## config.mk

```make
export PLATFORM = sky130hd
export DESIGN_NAME = multihop_route_table_forwarder_core
export DESIGN_NICKNAME = d
export VERILOG_FILES = /design/src/rtl/mrtf_pkg.sv /design/src/rtl/mrtf_ctrl.sv /design/src/rtl/mrtf_dpath.sv /design/src/rtl/multihop_route_table_forwarder_core.sv
export SDC_FILE = /design/constraint.sdc
export NUM_CORES = 1
export LEC_CHECK = 0
export BUFFER_PORTS_ARGS = -buffer_cell sky130_fd_sc_hd__clkbuf_2
export CELL_PAD_IN_SITES_DETAIL_PLACEMENT = 1
export CELL_PAD_IN_SITES_GLOBAL_PLACEMENT = 1
export CORE_ASPECT_RATIO = 0.5
export CORE_MARGIN = 2
export CORE_UTILIZATION = 49
export CTS_CLUSTER_SIZE = 40
export DETAILED_ROUTE_END_ITERATION = 7
export GPL_TIMING_DRIVEN = 0
export MAX_ROUTING_LAYER = met4
export PLACE_DENSITY_LB_ADDON = 0.1
export SYNTH_ARGS = -nofsm -noshare
export SYNTH_HDL_FRONTEND = slang
export SYNTH_SLANG_ARGS = --single-unit
```

## constraint.sdc

```tcl
create_clock -name clock -period 6.1 [get_ports clock]
set_clock_uncertainty 0.2 [all_clocks]
set_input_delay 0.61 -clock clock [delete_from_list [all_inputs] [get_ports clock]]
set_output_delay 0.61 -clock clock [all_outputs]
set_load 0.05 [all_outputs]
```

## src/rtl/mrtf_pkg.sv

```systemverilog
// Shared types and constants of the multihop route table forwarder.
// Holds the action codes, register indexes, table entry layout and the
// command/status structs between controller and datapath. No dependencies.
package mrtf_pkg;

   localparam int DEFAULT_TABLE_DEPTH = 16;

   localparam int CSR_INDEX_W = 2;
   localparam int CSR_DATA_W  = 32;

   localparam logic [CSR_INDEX_W-1:0] CSR_OWN_NODE_ID       = 2'd0;
   localparam logic [CSR_INDEX_W-1:0] CSR_HOP_LIMIT         = 2'd1;
   localparam logic [CSR_INDEX_W-1:0] CSR_ROUTE_LIFETIME_MS = 2'd2;

   localparam logic [7:0]  RST_OWN_NODE_ID       = 8'd2;
   localparam logic [7:0]  RST_HOP_LIMIT         = 8'd3;
   localparam logic [31:0] RST_ROUTE_LIFETIME_MS = 32'd300000;

   typedef enum logic [2:0] {
      ACT_DELIVERED      = 3'd0,
      ACT_FORWARDED      = 3'd1,
      ACT_FWD_NO_ROUTE   = 3'd2,
      ACT_FWD_HOP_LIMIT  = 3'd3,
      ACT_DROPPED        = 3'd4,
      ACT_SENT           = 3'd5,
      ACT_SEND_NO_ROUTE  = 3'd6,
      ACT_SEND_HOP_LIMIT = 3'd7
   } action_type;

   typedef struct packed {
      logic [7:0]        node;
      logic [7:0]        hops;
      logic signed [7:0] rssi;
      logic [31:0]       stamp;
   } entry_type;

   // controller -> datapath
   typedef struct packed {
      logic load_item;
      logic scan_go;
      logic route_mode;
      logic learn_commit;
      logic load_result;
   } cmd_type;

   // datapath -> controller
   typedef struct packed {
      logic item_func;
      logic scan_busy;
   } sts_type;

endpackage

```

## src/rtl/mrtf_ctrl.sv

```systemverilog
// Sequencing controller of the route table forwarder.
// Steps each received header through learn scan, table update, route scan
// and result handoff; a local send skips to the route scan. Depends on mrtf_pkg.
module mrtf_ctrl (
   input  logic              clock,
   input  logic              reset,
   input  logic              req_valid,
   output logic              req_stall,
   output logic              rsp_valid,
   input  logic              rsp_stall,
   input  mrtf_pkg::sts_type sts,
   output mrtf_pkg::cmd_type cmd
);
   import mrtf_pkg::*;

   typedef enum logic [6:0] {
      ST_IDLE     = 7'b0000001,
      ST_DISPATCH = 7'b0000010,
      ST_LSCAN    = 7'b0000100,
      ST_LCOMMIT  = 7'b0001000,
      ST_RSTART   = 7'b0010000,
      ST_RSCAN    = 7'b0100000,
      ST_FINISH   = 7'b1000000
   } state_type;

   state_type state_ff, state_in;
   logic      rsp_valid_ff, rsp_valid_in;
   logic      slot_free;

   assign slot_free = !rsp_valid_ff || !rsp_stall;
   assign req_stall = (state_ff != ST_IDLE);
   assign rsp_valid = rsp_valid_ff;

   always_comb begin
      state_in         = state_ff;
      cmd              = '0;
      cmd.load_item    = (state_ff == ST_IDLE) && req_valid;
      case (state_ff)
         ST_IDLE: begin
            if (req_valid) state_in = ST_DISPATCH;
         end
         ST_DISPATCH: begin
            // local send skips the table refresh
            cmd.scan_go    = 1'b1;
            cmd.route_mode = sts.item_func;
            state_in       = sts.item_func ? ST_RSCAN : ST_LSCAN;
         end
         ST_LSCAN: begin
            if (!sts.scan_busy) state_in = ST_LCOMMIT;
         end
         ST_LCOMMIT: begin
            cmd.learn_commit = 1'b1;
            state_in         = ST_RSTART;
         end
         ST_RSTART: begin
            cmd.scan_go    = 1'b1;
            cmd.route_mode = 1'b1;
            state_in       = ST_RSCAN;
         end
         ST_RSCAN: begin
            if (!sts.scan_busy) state_in = ST_FINISH;
         end
         ST_FINISH: begin
            // hold until the output slot is free
            if (slot_free) begin
               cmd.load_result = 1'b1;
               state_in        = ST_IDLE;
            end
         end
         default: state_in = ST_IDLE;
      endcase
   end

   always_comb begin
      rsp_valid_in = rsp_valid_ff;
      if (rsp_valid_ff && !rsp_stall) rsp_valid_in = 1'b0;
      if (cmd.load_result) rsp_valid_in = 1'b1;
   end

   always_ff @(posedge clock) begin
      if (reset) begin
         state_ff     <= ST_IDLE;
         rsp_valid_ff <= 1'b0;
      end else begin
         state_ff     <= state_in;
         rsp_valid_ff <= rsp_valid_in;
      end
   end

endmodule

```

## src/rtl/mrtf_dpath.sv

```systemverilog
// Datapath of the route table forwarder: registers, item capture, route
// table memory with a pipelined scan engine, and result registers.
// Depends on mrtf_pkg.
module mrtf_dpath #(
   parameter int TABLE_DEPTH = mrtf_pkg::DEFAULT_TABLE_DEPTH
) (
   input  logic                             clock,
   input  logic                             reset,
   input  logic                             csr_we,
   input  logic [mrtf_pkg::CSR_INDEX_W-1:0] csr_index,
   input  logic [mrtf_pkg::CSR_DATA_W-1:0]  csr_wdata,
   input  logic                             req_func,
   input  logic [7:0]                       req_source_id,
   input  logic [7:0]                       req_dest_id,
   input  logic [7:0]                       req_hop_count,
   input  logic signed [7:0]                req_rssi,
   input  logic [31:0]                      req_now_ms,
   input  mrtf_pkg::cmd_type                cmd,
   output mrtf_pkg::sts_type                sts,
   output logic [2:0]                       rsp_action,
   output logic [7:0]                       rsp_out_hop_count,
   output logic                             rsp_route_changed,
   output logic                             rsp_table_full_drop
);
   import mrtf_pkg::*;

   localparam int IW = (TABLE_DEPTH > 1) ? $clog2(TABLE_DEPTH) : 1;
   localparam int CW = $clog2(TABLE_DEPTH + 1);

   // configuration
   logic [7:0]  own_id_ff;
   logic [7:0]  hop_limit_ff;
   logic [31:0] lifetime_ff;

   // captured item
   logic              func_ff;
   logic [7:0]        src_ff;
   logic [7:0]        dest_ff;
   logic [7:0]        hops_ff;
   logic signed [7:0] rssi_ff;
   logic [31:0]       now_ff;

   // table
   entry_type         mem [TABLE_DEPTH];
   logic [CW-1:0]     count_ff;

   // scan engine
   logic              mode_ff;
   logic              active_ff;
   logic [IW-1:0]     idx_ff;
   logic              cmp_v_ff;
   logic [IW-1:0]     cmp_idx_ff;
   entry_type         rd_ff;
   logic              hit_ff;
   logic [IW-1:0]     hit_idx_ff;
   logic [7:0]        hit_hops_ff;
   logic signed [7:0] hit_rssi_ff;

   logic              changed_ff;
   logic              full_ff;

   // result registers
   action_type        action_ff;
   logic [7:0]        ohops_ff;
   logic              rchanged_ff;
   logic              rfull_ff;

   logic [7:0]        key;
   logic [31:0]       age;
   logic              cmp_match;
   logic              last_issue;
   logic              better;
   logic              room;
   entry_type         new_entry;
   logic [7:0]        fwd_hops;
   action_type        action_in;
   logic [7:0]        ohops_in;

   assign key        = mode_ff ? dest_ff : src_ff;
   assign age        = now_ff - rd_ff.stamp;
   assign cmp_match  = cmp_v_ff && (rd_ff.node == key) && (!mode_ff || (age < lifetime_ff));
   assign last_issue = (CW'(idx_ff) == (count_ff - CW'(1)));
   assign better     = (hops_ff < hit_hops_ff) ||
                       ((hops_ff == hit_hops_ff) && (rssi_ff > hit_rssi_ff));
   assign room       = (count_ff < CW'(TABLE_DEPTH));
   assign new_entry  = '{node: src_ff, hops: hops_ff, rssi: rssi_ff, stamp: now_ff};
   assign fwd_hops   = hops_ff + 8'd1;

   assign sts.item_func = func_ff;
   assign sts.scan_busy = active_ff || cmp_v_ff;

   // final decision; hit_ff holds the route scan outcome here
   always_comb begin
      ohops_in = 8'd0;
      if (func_ff) begin
         ohops_in = hops_ff;
         if (hops_ff >= hop_limit_ff)  action_in = ACT_SEND_HOP_LIMIT;
         else if (!hit_ff)             action_in = ACT_SEND_NO_ROUTE;
         else                          action_in = ACT_SENT;
      end else if (dest_ff == own_id_ff) begin
         action_in = ACT_DELIVERED;
      end else if (hops_ff < hop_limit_ff) begin
         ohops_in = fwd_hops;
         if (fwd_hops >= hop_limit_ff) action_in = ACT_FWD_HOP_LIMIT;
         else if (!hit_ff)             action_in = ACT_FWD_NO_ROUTE;
         else                          action_in = ACT_FORWARDED;
      end else begin
         action_in = ACT_DROPPED;
      end
   end

   // control state
   always_ff @(posedge clock) begin
      if (reset) begin
         own_id_ff    <= RST_OWN_NODE_ID;
         hop_limit_ff <= RST_HOP_LIMIT;
         lifetime_ff  <= RST_ROUTE_LIFETIME_MS;
         count_ff     <= '0;
         active_ff    <= 1'b0;
         cmp_v_ff     <= 1'b0;
         hit_ff       <= 1'b0;
         changed_ff   <= 1'b0;
         full_ff      <= 1'b0;
      end else begin
         if (csr_we) begin
            case (csr_index)
               CSR_OWN_NODE_ID:       own_id_ff    <= csr_wdata[7:0];
               CSR_HOP_LIMIT:         hop_limit_ff <= csr_wdata[7:0];
               CSR_ROUTE_LIFETIME_MS: lifetime_ff  <= csr_wdata[31:0];
               default: ;
            endcase
         end
         if (cmd.scan_go) begin
            active_ff <= (count_ff != '0);
            cmp_v_ff  <= 1'b0;
            hit_ff    <= 1'b0;
         end else begin
            // stop issuing on the first match or after the last entry
            cmp_v_ff <= active_ff && !cmp_match;
            if (active_ff && (last_issue || cmp_match)) active_ff <= 1'b0;
            if (cmp_match) hit_ff <= 1'b1;
         end
         if (cmd.load_item) begin
            changed_ff <= 1'b0;
            full_ff    <= 1'b0;
         end
         if (cmd.learn_commit) begin
            if (hit_ff) begin
               changed_ff <= better;
            end else if (room) begin
               count_ff   <= count_ff + CW'(1);
               changed_ff <= 1'b1;
            end else begin
               full_ff <= 1'b1;
            end
         end
      end
   end

   // payload registers
   always_ff @(posedge clock) begin
      if (cmd.load_item) begin
         func_ff <= req_func;
         src_ff  <= req_source_id;
         dest_ff <= req_dest_id;
         hops_ff <= req_hop_count;
         rssi_ff <= req_rssi;
         now_ff  <= req_now_ms;
      end
      if (cmd.scan_go) begin
         idx_ff  <= '0;
         mode_ff <= cmd.route_mode;
      end else if (active_ff) begin
         idx_ff <= idx_ff + IW'(1);
      end
      cmp_idx_ff <= idx_ff;
      if (cmp_match) begin
         hit_idx_ff  <= cmp_idx_ff;
         hit_hops_ff <= rd_ff.hops;
         hit_rssi_ff <= rd_ff.rssi;
      end
      if (cmd.load_result) begin
         action_ff   <= action_in;
         ohops_ff    <= ohops_in;
         rchanged_ff <= changed_ff;
         rfull_ff    <= full_ff;
      end
   end

   // table memory: one write port, one registered read port
   always_ff @(posedge clock) begin
      if (cmd.learn_commit) begin
         if (hit_ff) begin
            if (better) mem[hit_idx_ff] <= new_entry;
         end else if (room) begin
            mem[count_ff[IW-1:0]] <= new_entry;
         end
      end
   end

   always_ff @(posedge clock) begin
      rd_ff <= mem[idx_ff];
   end

   assign rsp_action          = action_ff;
   assign rsp_out_hop_count   = ohops_ff;
   assign rsp_route_changed   = rchanged_ff;
   assign rsp_table_full_drop = rfull_ff;

endmodule

```

## src/rtl/multihop_route_table_forwarder_core.sv

```systemverilog
// Top level of the multihop route table forwarder.
// Joins the sequencing controller (mrtf_ctrl) and the datapath (mrtf_dpath).
// Depends on mrtf_pkg.
//
//   channel  | ports                                   | handshake
//   ---------+-----------------------------------------+----------------------
//   request  | req_func/source_id/dest_id/hop_count/   | req_valid, req_stall
//            | rssi/now_ms                             |
//   response | rsp_action/out_hop_count/route_changed/ | rsp_valid, rsp_stall
//            | table_full_drop                         |
//   csr      | csr_index, csr_wdata                    | csr_we
//
// One transaction at a time. Each table scan reads the stored entries (at most
// TABLE_DEPTH) one entry per cycle from the single memory read port. A finished
// result sits in the output register, and the next transaction is taken while
// it waits. Reset is synchronous and clears the entry count, the scan flags and
// the configuration registers to their defaults; table contents are not
// cleared. req_stall is high from acceptance until the result is loaded.
module multihop_route_table_forwarder_core #(
   parameter int TABLE_DEPTH = mrtf_pkg::DEFAULT_TABLE_DEPTH
) (
   input  logic                             clock,
   input  logic                             reset,
   input  logic                             csr_we,
   input  logic [mrtf_pkg::CSR_INDEX_W-1:0] csr_index,
   input  logic [mrtf_pkg::CSR_DATA_W-1:0]  csr_wdata,
   input  logic                             req_valid,
   output logic                             req_stall,
   input  logic                             req_func,
   input  logic [7:0]                       req_source_id,
   input  logic [7:0]                       req_dest_id,
   input  logic [7:0]                       req_hop_count,
   input  logic signed [7:0]                req_rssi,
   input  logic [31:0]                      req_now_ms,
   output logic                             rsp_valid,
   input  logic                             rsp_stall,
   output logic [2:0]                       rsp_action,
   output logic [7:0]                       rsp_out_hop_count,
   output logic                             rsp_route_changed,
   output logic                             rsp_table_full_drop
);
   import mrtf_pkg::*;

   cmd_type cmd;
   sts_type sts;

   mrtf_ctrl u_ctrl (
      .clock     (clock),
      .reset     (reset),
      .req_valid (req_valid),
      .req_stall (req_stall),
      .rsp_valid (rsp_valid),
      .rsp_stall (rsp_stall),
      .sts       (sts),
      .cmd       (cmd)
   );

   mrtf_dpath #(
      .TABLE_DEPTH (TABLE_DEPTH)
   ) u_dpath (
      .clock               (clock),
      .reset               (reset),
      .csr_we              (csr_we),
      .csr_index           (csr_index),
      .csr_wdata           (csr_wdata),
      .req_func            (req_func),
      .req_source_id       (req_source_id),
      .req_dest_id         (req_dest_id),
      .req_hop_count       (req_hop_count),
      .req_rssi            (req_rssi),
      .req_now_ms          (req_now_ms),
      .cmd                 (cmd),
      .sts                 (sts),
      .rsp_action          (rsp_action),
      .rsp_out_hop_count   (rsp_out_hop_count),
      .rsp_route_changed   (rsp_route_changed),
      .rsp_table_full_drop (rsp_table_full_drop)
   );

   // a new result never overwrites one that is still stalled
   a_no_overwrite: assert property (@(posedge clock) disable iff (reset)
      cmd.load_result |-> !(rsp_valid && rsp_stall))
      else $error("result loaded over a stalled response");

   // no transaction enters while a scan is running
   a_accept_idle: assert property (@(posedge clock) disable iff (reset)
      (req_valid && !req_stall) |-> !sts.scan_busy)
      else $error("request accepted during a table scan");

   // an accepted transaction blocks the request side next cycle
   a_busy_after_accept: assert property (@(posedge clock) disable iff (reset)
      (req_valid && !req_stall) |=> req_stall)
      else $error("request side not stalled after acceptance");

endmodule
```

======== Yosys cells after proc, flatten, opt, wreduce, memory -nomap -nowiden ========
Memory sizes are Yosys's and may differ from the RTL's. A register that Yosys moved wholly into a read port is not among the register bits.
Cells that the tools add are included.
operators by class
  mux-type cells .......................... 44
  div/mod/pow operators ................... 0
  bitwise logic cells ..................... 1
  $lt $le $gt $ge ......................... 7
  eq/ne operators ......................... 18
  add/sub/neg operators ................... 5
  reductions and logical operators ........ 27
  shift-type cells ........................ 0
  multipliers ............................. 0
operator list
  cell                                                                     count
  56-bit 2-to-1 mux                                                        1
  56-bit OR reduction                                                      1
  7-bit one-hot mux with 7 select lines                                    1
  32-bit less-than comparator                                              1
  8-bit 2-to-1 mux                                                         4
  32-bit subtractor                                                        1
  7-bit 2-to-1 mux                                                         4
  8-bit equality test                                                      3
  1-bit 2-to-1 mux                                                         24
  8-bit greater-or-equal comparator                                        2
  8-bit less-than comparator                                               2
  3-bit 2-to-1 mux                                                         5
  8-bit by 1-bit adder with 8-bit output, second input constant            1
  8-bit greater-than comparator                                            1
  7-bit by 1-bit equality test with 1-bit output, second input constant    1
  7-bit by 2-bit equality test with 1-bit output, second input constant    1
  7-bit by 3-bit equality test with 1-bit output, second input constant    1
  7-bit by 4-bit equality test with 1-bit output, second input constant    1
  7-bit by 5-bit equality test with 1-bit output, second input constant    1
  7-bit by 6-bit equality test with 1-bit output, second input constant    1
  7-bit equality test, second input constant                               1
  1-bit logical AND                                                        7
  7-bit by 1-bit inequality test with 1-bit output, second input constant  1
  6-bit 2-to-1 mux                                                         1
  22 further kinds                                                         35
word-level totals
  output and inout bits ................... 15
  memories ................................ 1
  ROM bits ................................ 0
  word-level logic and storage cells ...... 130
  flip-flop bits (word level) ............. 173
  bits in writable memories ............... 896
  bits in latches ......................... 0
memories
  memory       words  width  rd ports  clocked after memory_dff  wr ports  RTL line          source
  u_dpath.mem  16     56     1         1                         1         mrtf_dpath.sv:44  entry_type mem [TABLE_DEPTH];

======== Longest topological paths before layout ========
Gate-level depths: netlist of run 1.
  word-level depth ........................ 8
  mapped depth ............................ 19
  mapped depth without buffers ............ 19

======== Cells and area by module ========
Synthesis of run 1 repeated with hierarchy kept, for this count alone.
second synthesis, totals
  cell total of the unflattened synthesis .. 2346
  area, all modules ....................... 44644.1 um^2
modules (own cells, without submodules)
  module      area an instance (um^2)  instances  cells each
  mrtf_dpath  44144.8                  1          2288
  mrtf_ctrl   499.2                    1          58

======== Worst setup path after synthesis of run 1 ========
No wires, ideal clock.
  path kind ............................... register to register
  start point ............................. register u_dpath.hops_ff[1]
  end point ............................... memory u_dpath.mem[10][0] in the netlist's numbering, enable pin
  setup slack ............................. -547 ps
  data required time ...................... 5361 ps
  data arrival time ....................... 5908 ps
  cell stages (with the launch flop) ...... 10
  period minus slack after synthesis ...... 6647 ps
  library setup time ...................... 539 ps
  buffers on the path ..................... 1
  path through ............................ edfxtp_1 > ha_1 > nor2b_1 > o21a_1 > o21ai_0 > a21o_1 > a32oi_1 > a211o_1 > buf_2 > nor3_1
between the ends
  word-level cells in the longest chain between the ends .. 8
  elaborated cells between the ends (all ways) .. 9
  classes of those cells .................. order compare (1); eq/ne (1); mux (5); reduce/logical (2)
RTL lines
  element                                                             RTL line           source
  start: declaration                                                  mrtf_dpath.sv:39   logic [7:0] hops_ff;
  start signal: assignment                                            mrtf_dpath.sv:166  hops_ff <= req_hop_count;
  branches (longest 2 deep; another with 8-bit less-than comparator)  --
  1-bit logical OR (*)                                                mrtf_dpath.sv:83   assign better = (hops_ff < hit_hops_ff) ||
  1-bit 2-to-1 mux (*)                                                mrtf_dpath.sv:194  if (better) mem[hit_idx_ff] <= new_entry;
  1-bit 2-to-1 mux (*)                                                mrtf_dpath.sv:193  if (hit_ff) begin
  1-bit 2-to-1 mux (*)                                                mrtf_dpath.sv:192  if (cmd.learn_commit) begin
  1-bit 2-to-1 mux (not written as such) (*)                          mrtf_dpath.sv:194
  1-bit 2-to-1 mux (no source line) (*)                               --
  end: declaration                                                    mrtf_dpath.sv:44
Every way passes the cells marked *.

======== Worst setup path after layout of run 1 ========
  start point ............................. register u_dpath.now_ff[0]
  end point ............................... register u_dpath.hit_hops_ff[2], enable pin
between the ends
  word-level cells in the longest chain between the ends .. 4
RTL lines
  element                      RTL line           source
  start: declaration           mrtf_dpath.sv:41   logic [31:0] now_ff;
  start signal: assignment     mrtf_dpath.sv:168  now_ff <= req_now_ms;
  32-bit subtractor            mrtf_dpath.sv:80   assign age = now_ff - rd_ff.stamp;
  32-bit less-than comparator  mrtf_dpath.sv:81   assign cmp_match = cmp_v_ff && (rd_ff.node == key) && (!mode_ff || (age < lifetime_ff));
  1-bit logical OR             mrtf_dpath.sv:81
  1-bit logical AND            mrtf_dpath.sv:81
  net u_dpath.cmp_match        mrtf_dpath.sv:70   logic cmp_match;
  end signal: assignment       mrtf_dpath.sv:179  hit_hops_ff <= rd_ff.hops;
  end: declaration             mrtf_dpath.sv:56   logic [7:0] hit_hops_ff;
The timed path passes the listed nets, and every way through them passes these cells.
A chain may end at the register's enable or synchronous reset.

==> results.cfg, run 1 <==
[synthesis]
synth-main-ff-cell = edfxtp_1
synth-edff-count = 995
yosys_warnings = 0
ys_types = 76
synth_seq_cells = 1125
synth_fp_nets = 2538
postSynthCellCount = 2334
async_flop_share_pct = 0
ys_seq_area_share_pct = 72.9
syn_avg_cell_area_sq_um = 19.1
netlist_area_sq_um = 44600

[final_layout]
layout-drive-gt1-share_pct = 26.5
fin_nets = 2978
final_area_sq_um = 52600
final_cells = 4061
syn2layout_area_growth_pct = 18.0
final_core_util_pct = 58.2
num_antenna_cells = 0

[clock_tree]
cts_made_buffers = 99
cts_root_buf = clkbuf_16
clk_latency_ns = 0.72
clockBufferDepth = 3
path_clk_slew_ns = 0.07
ctsHtreeMaxLevel = 3
cts_tree = yes
cts_num_sinks = 1125

[routing]
drtPass1Iterations = 5
drt_iter0_markers = 2621
route.detailed.drc = 0
vias = 23800
vias_per_cell = 5.87
ant_nets = 0
wirelength_microns = 116000
wl_per_cell_microns = 28.6

[placed_design]
placed_cell_area_sq_um = 48200
hpwlAfterDp_microns = 80400
place_congestion = 0.817
dp.cells = 3778
port_buffers = 117

[timing]
fin_tns_setup_ns = 0
drv_slew = 0
max_slew_margin_pct = 17.1
rsz0062_at_grt = no
worstMarginPinSlew_ns = 1.24
fin_crit_sh_pct = 93.2
fmax_mhz = 176
setup_viol = 0
hold_viol = 0
min_period_ns = 5.69

[worst_setup_path]
critPathCaptureType = flip-flop
worst_setup_path_start_kind = flip-flop
worstPathMaxFanout = 21
crit_required_ns = 6.26
crit_chain = inv_1 > ha_1 > inv_1 > fa_1 > a21oi_1 > o21bai_1 > nor4b_1 > nor2_1 > a2111oi_0 > nor3_1 > xor2_1 > ha_1 > nand4_1 > nor2_1 > a221oi_1 > o21ai_0 > o21ai_2 > and2_4
critPathKind = reg2reg
path_buf_inv = 2
slowest_stage = edfxtp_1
cp_top_family = compound AO/OA/AOI/OAI gates
slowest_delay_ns = 0.63
cp_data_arrival_time_ns = 5.85

[status]
outcome = completed

[grt]
grt_pass1_vias = 24900
overflow = 0
grt_max_degree = 35
grtUsageTotal_pct = 26.2
grt_pass1_wl_microns = 171000
antenna_found_initial = 2

[die]
rows = 78
core_sq_um = 90400
start_util_pct = 49.3
die_w_microns = 431
die_height_microns = 217
die_area_sq_um = 93600
ioPinCount = 119

[min_path]
min_path_type = in2reg

[power_and_ir_drop]
p_sw_mw = 3.72
internal_power_mw = 12.7
power_frac_clock_pct = 40.7
p_comb_share_pct = 6.0
leakage_nw = 17.6
switching_share_pct = 22.7
peakVddDrop_uv = 201
power_density_nw_per_um2 = 312
seqPwrFrac_pct = 53.3

[run]
cap_violations = 0
==> repair_timing <==
| item | CTS | global route |
|---|---|---|
| setup buffers | 0 | 0 |
| pin swaps | 0 | 1 |
| hold buffers | 95 | 0 |
| setup endpoints to repair | 21 | 20 |
| gates cloned | 0 | 0 |
| hold endpoints to repair | 99 | 0 |
| resized for setup | 3 | 1 |
==> Yosys cell counts, types with 13 or more instances <==
cell type	count	area (sq um)
nand4_1	18	113
a31oi_1	15	93.8
nor2_1	63	236
nor3_1	33	165
nand3_1	20	100
mux2i_1	22	220
ha_1	99	1240
mux4_2	280	6310
xor2_1	38	333
buf_2	31	155
xnor2_1	24	210
dfxtp_1	130	2600
nand2_1	119	447
inv_1	110	413
a21oi_1	80	400
clkbuf_1	51	191
o21ai_0	37	185
edfxtp_1	995	29900
buf_1	13	48.8
==> kinds of logic after synthesis <==
group | share of synthesized area, %
buffers and inverters | 1.95
xor gates and xnor gates | 1.22
adders and majority gates | 2.82
AOI/OAI and AO/OA | 3.01
and+or+nand+nor | 3.47
muxes | 14.7
DFF | 72.9
==> final timing paths <==
kind / startpoint / endpoint / slack (ns) / depth (start not counted)
setup / recovery: u_dpath.now_ff[0] / u_dpath.hit_hops_ff[2] / 0.41 / 18
hold reg to reg: u_dpath.idx_ff[3] / u_dpath.cmp_idx_ff[3] / 0.15 / 0
setup reg to reg: u_dpath.now_ff[0] / u_dpath.hit_hops_ff[2] / 0.41 / 18
hold / removal: csr_wdata[0] / u_dpath.lifetime_ff[0] / 0.05 / 3
==> metrics by stage <==
stage	hold WS [ns]	setup WS, ns	power [mW]
floorplan	0.126	-0.547	9.45
global placement	0.130	-7.45	9.81
detailed placement	0.134	-0.781	9.85
CTS	0.000264	0.180	16.5
global route	0.0454	0.0408	16.9
finish	0.0525	0.413	16.4
==> placed cells by master, fill, tap and decap left out, types with 38 or more instances in the layout <==
master | Yosys | layout
ha_1 | 99 | 99
dfxtp_1 | 130 | 130
a21oi_1 | 80 | 80
nor2_1 | 63 | 63
clkbuf_1 | 51 | 67
xor2_1 | 38 | 38
edfxtp_1 | 995 | 995
buf_6 | 3 | 107
nand2_1 | 119 | 119
clkbuf_16 | 0 | 101
mux4_2 | 280 | 280
inv_1 | 110 | 109
dlygate4sd3_1 | 0 | 95
clkbuf_2 | 1 | 118
==> final cells by class <==
| class | instances | area (sq um) |
|---|---|---|
| clock buffers | 127 | 2720 |
| plain buffers | 102 | 457 |
| repair buffers | 339 | 3020 |
| multi-input cells | 997 | 11300 |
| fillers | 7945 | 37700 |
| clock inverters | 61 | 717 |
| well taps | 1200 | 1500 |
| flip-flops and latches | 1125 | 32500 |
| inverters | 110 | 415 |
==> flip-flops by register name, summed over array words and instances (netlist names), 32 cells and up <==
register,cells
u_dpath.lifetime_ff,32
u_dpath.now_ff,32
u_dpath.mem,896
u_dpath.rd_ff,56
==> layer usage <==
layer	share of wire (%)	up-vias	track usage [%]
met3	5.3	123	3.34
met2	47	675	40.2
li1	-	10200	-
met5	0	-	-
met1	46	12800	38.6
met4	1.3	0	4.77
==> power groups by stage <==
stage                     Sequential [mW]  Clock, mW  Combinational (mW)
after floorplan                      8.81          0               0.635
after global placement               8.90          0               0.911
after detailed placement             8.91          0               0.943
after CTS                            8.74       6.77               0.999
after global routing                 8.76       7.06                1.09
final                                8.74       6.67               0.991
==> worst register-to-register path, delay by kind of cell, from the launching register on <==
kind                       cells  cell delay (ns)
AOI/OAI and AO/OA              6             1.73
and+or+nand+nor                6             1.39
adders and majority gates      3             0.92
DFF                            1             0.63
buffers and inverters          2             0.22
xor gates and xnor gates       1             0.21
(Power assumes the default switching activity.)
==> run 2: changes to the inputs <==
--- a/config.mk
+++ b/config.mk
@@ -10,7 +10,7 @@
 export CELL_PAD_IN_SITES_GLOBAL_PLACEMENT = 1
 export CORE_ASPECT_RATIO = 0.5
 export CORE_MARGIN = 2
-export CORE_UTILIZATION = 49
+export CORE_UTILIZATION = 45
 export CTS_CLUSTER_SIZE = 40
 export DETAILED_ROUTE_END_ITERATION = 7
 export GPL_TIMING_DRIVEN = 0
==> results.cfg, run 2 (same netlist as run 1, synthesis figures left out) <==
[status]
outcome = completed

[final_layout]
regArea_sq_um = 32500
final_core_util_pct = 53.9
fin_nets = 2992
nFillCells = 8847
most-common-layout-cells = edfxtp_1, mux4_2, dfxtp_1
syn2layout_area_growth_pct = 18.4
final_common_cell = edfxtp_1
num_antenna_cells = 0
top_regs = u_dpath.mem: 896 flops, u_dpath.rd_ff: 56 flops
multi_input_area_sq_um = 11300
largest_reg_flops = 896
final_area_sq_um = 52800
layout-drive-gt1-share_pct = 26.5
regMostFlops = u_dpath.mem

[grt]
use_met2_pct = 36.9
grtUsageTotal_pct = 24.3
grt_pass1_wl_microns = 172000
antenna_found_initial = 4
grt_max_degree = 35
met1_usage_pct = 35.2
met3_usage_pct = 3.84
overflow = 0
top_usage_layer = met2
grt_pass1_vias = 24800

[worst_setup_path]
r2r_slack_ns = 0.39
slowest_stage = fa_1
r2r-end = u_dpath.hit_rssi_ff[1]
cp_top_family = compound AO/OA/AOI/OAI gates
crit_chain = buf_4 > inv_1 > ha_1 > inv_1 > fa_1 > a21oi_1 > o21bai_1 > nor4b_1 > nor2_1 > a2111oi_0 > nor3_1 > xor2_1 > ha_1 > nand4_1 > nor2_1 > a221oi_1 > o21ai_0 > o21ai_4 > and2_4
worst_setup_path_start_kind = flip-flop
critPathKind = reg2reg
critPathCaptureType = flip-flop
cp_data_arrival_time_ns = 5.88
r2r_cells = 19
worstPathMaxFanout = 14
r2r_start = u_dpath.now_ff[0]
crit_required_ns = 6.26
slowest_delay_ns = 0.45
path_buf_inv = 3

[placed_design]
hpwlAfterDp_microns = 81500
placed_cell_area_sq_um = 48400
port_buffers = 117
place_congestion = 0.835

[timing]
max_slew_margin_pct = 13.6
hold_viol = 0
min_period_ns = 5.71
hold_ws_ns = 0.0524
drv_slew = 0
setup_viol = 0
worstMarginPinSlew_ns = 1.30
fin_crit_sh_pct = 93.7
fmax_mhz = 175

[power_and_ir_drop]
leakage_nw = 17.5
power_density_nw_per_um2 = 307
peakVddDrop_uv = 259
finalPower_mw = 16.2

[min_path]
whs_path_depth = 3
min_path_type = in2reg
min_from = csr_wdata[6]
hold_end = u_dpath.lifetime_ff[6]

[die]
die_height_microns = 227
rows = 81
ioPinCount = 119
start_util_pct = 45.5
die_w_microns = 449
die_area_sq_um = 102000
core_sq_um = 98000

[clock_tree]
clk_latency_ns = 0.72
cts_made_buffers = 100
path_clk_slew_ns = 0.06
cts_tree = yes
cts_root_buf = clkbuf_16
cts_num_sinks = 1125
ctsHtreeMaxLevel = 3
clockBufferDepth = 3

[routing]
ant_nets = 0
wirelength_microns = 118000
drtPass1Iterations = 7
route.detailed.drc = 0
drt_iter0_markers = 2263
vias = 23700
wl_per_cell_microns = 28.1
vias_per_cell = 5.63

[run]
cap_violations = 0
==> run 2: cell count changes in the layout (fill, tap and decap cells not counted), moves of 4 or more <==
cell / change
inv_6: -4
clkbuf_1: +9
buf_6: +6
clkinvlp_4: +4
buf_4: +7
==> run 2: area by class of cell <==
type                            instances  share of cell area (%)
Timing Repair Buffer                  351                    5.91
Sequential cell                      1125                    61.5
Inverter                              110                   0.787
Buffer                                102                   0.865
Tap cell                             1328                    3.15
Clock buffer                          135                    5.24
Clock inverter                         53                    1.02
Multi-Input combinational cell        998                    21.5
==> run 2: stage by stage <==
stage	setup TNS (ns)	setup slack (ns)	std cells
CTS	0	0.202	4196
global placement	-6402.75	-7.53	3779
detailed placement	-5.60	-0.276	3912
global route	-0.0725	-0.0130	4202
floorplan	-429.11	-0.547	2334
finish	0	0.386	4202
==> run 2: where the power goes <==
group / switching, mW / internal (mW)
Combinational: 0.565 / 0.438
Sequential: 0.199 / 8.54
Clock: 2.91 / 3.58
==> run 2: per-layer routing <==
metal	wire length (microns)	share of wire [%]
met1	55400	47
met2	54900	46
met3	5890	5.0
met4	1980	1.7
met5	0	0
==> run 2: what timing repair did <==
item,in CTS,in global routing
endpoints found under the setup margin,21,21
hold buffers,96,0
setup buffers,0,4
gates cloned,0,1
pin swaps,0,1
hold endpoints to repair,99,0
gates resized for setup,2,6
==> run 2: worst max path at each step <==
stage | from | endpoint | slack, ns | cells past startpoint
after floorplan | u_dpath.hops_ff[1] | u_dpath.mem[10][0] | -0.55 | 9
after global placement | u_dpath.hops_ff[0] | u_dpath.mem[4][19] | -7.53 | 8
after detailed placement | u_dpath.now_ff[0] | u_dpath.hit_hops_ff[2] | -0.28 | 18
after CTS | u_dpath.now_ff[0] | u_dpath.hit_rssi_ff[2] | 0.20 | 18
after global routing | u_dpath.now_ff[6] | u_dpath.hit_rssi_ff[1] | -0.01 | 13
final | u_dpath.now_ff[0] | u_dpath.hit_rssi_ff[1] | 0.39 | 19
==> run 2: tightest hold or removal path, cell delays in order <==
cell and delay [ns]:
clkbuf_2 0.17, nand2_1 0.07, nand3b_1 0.08
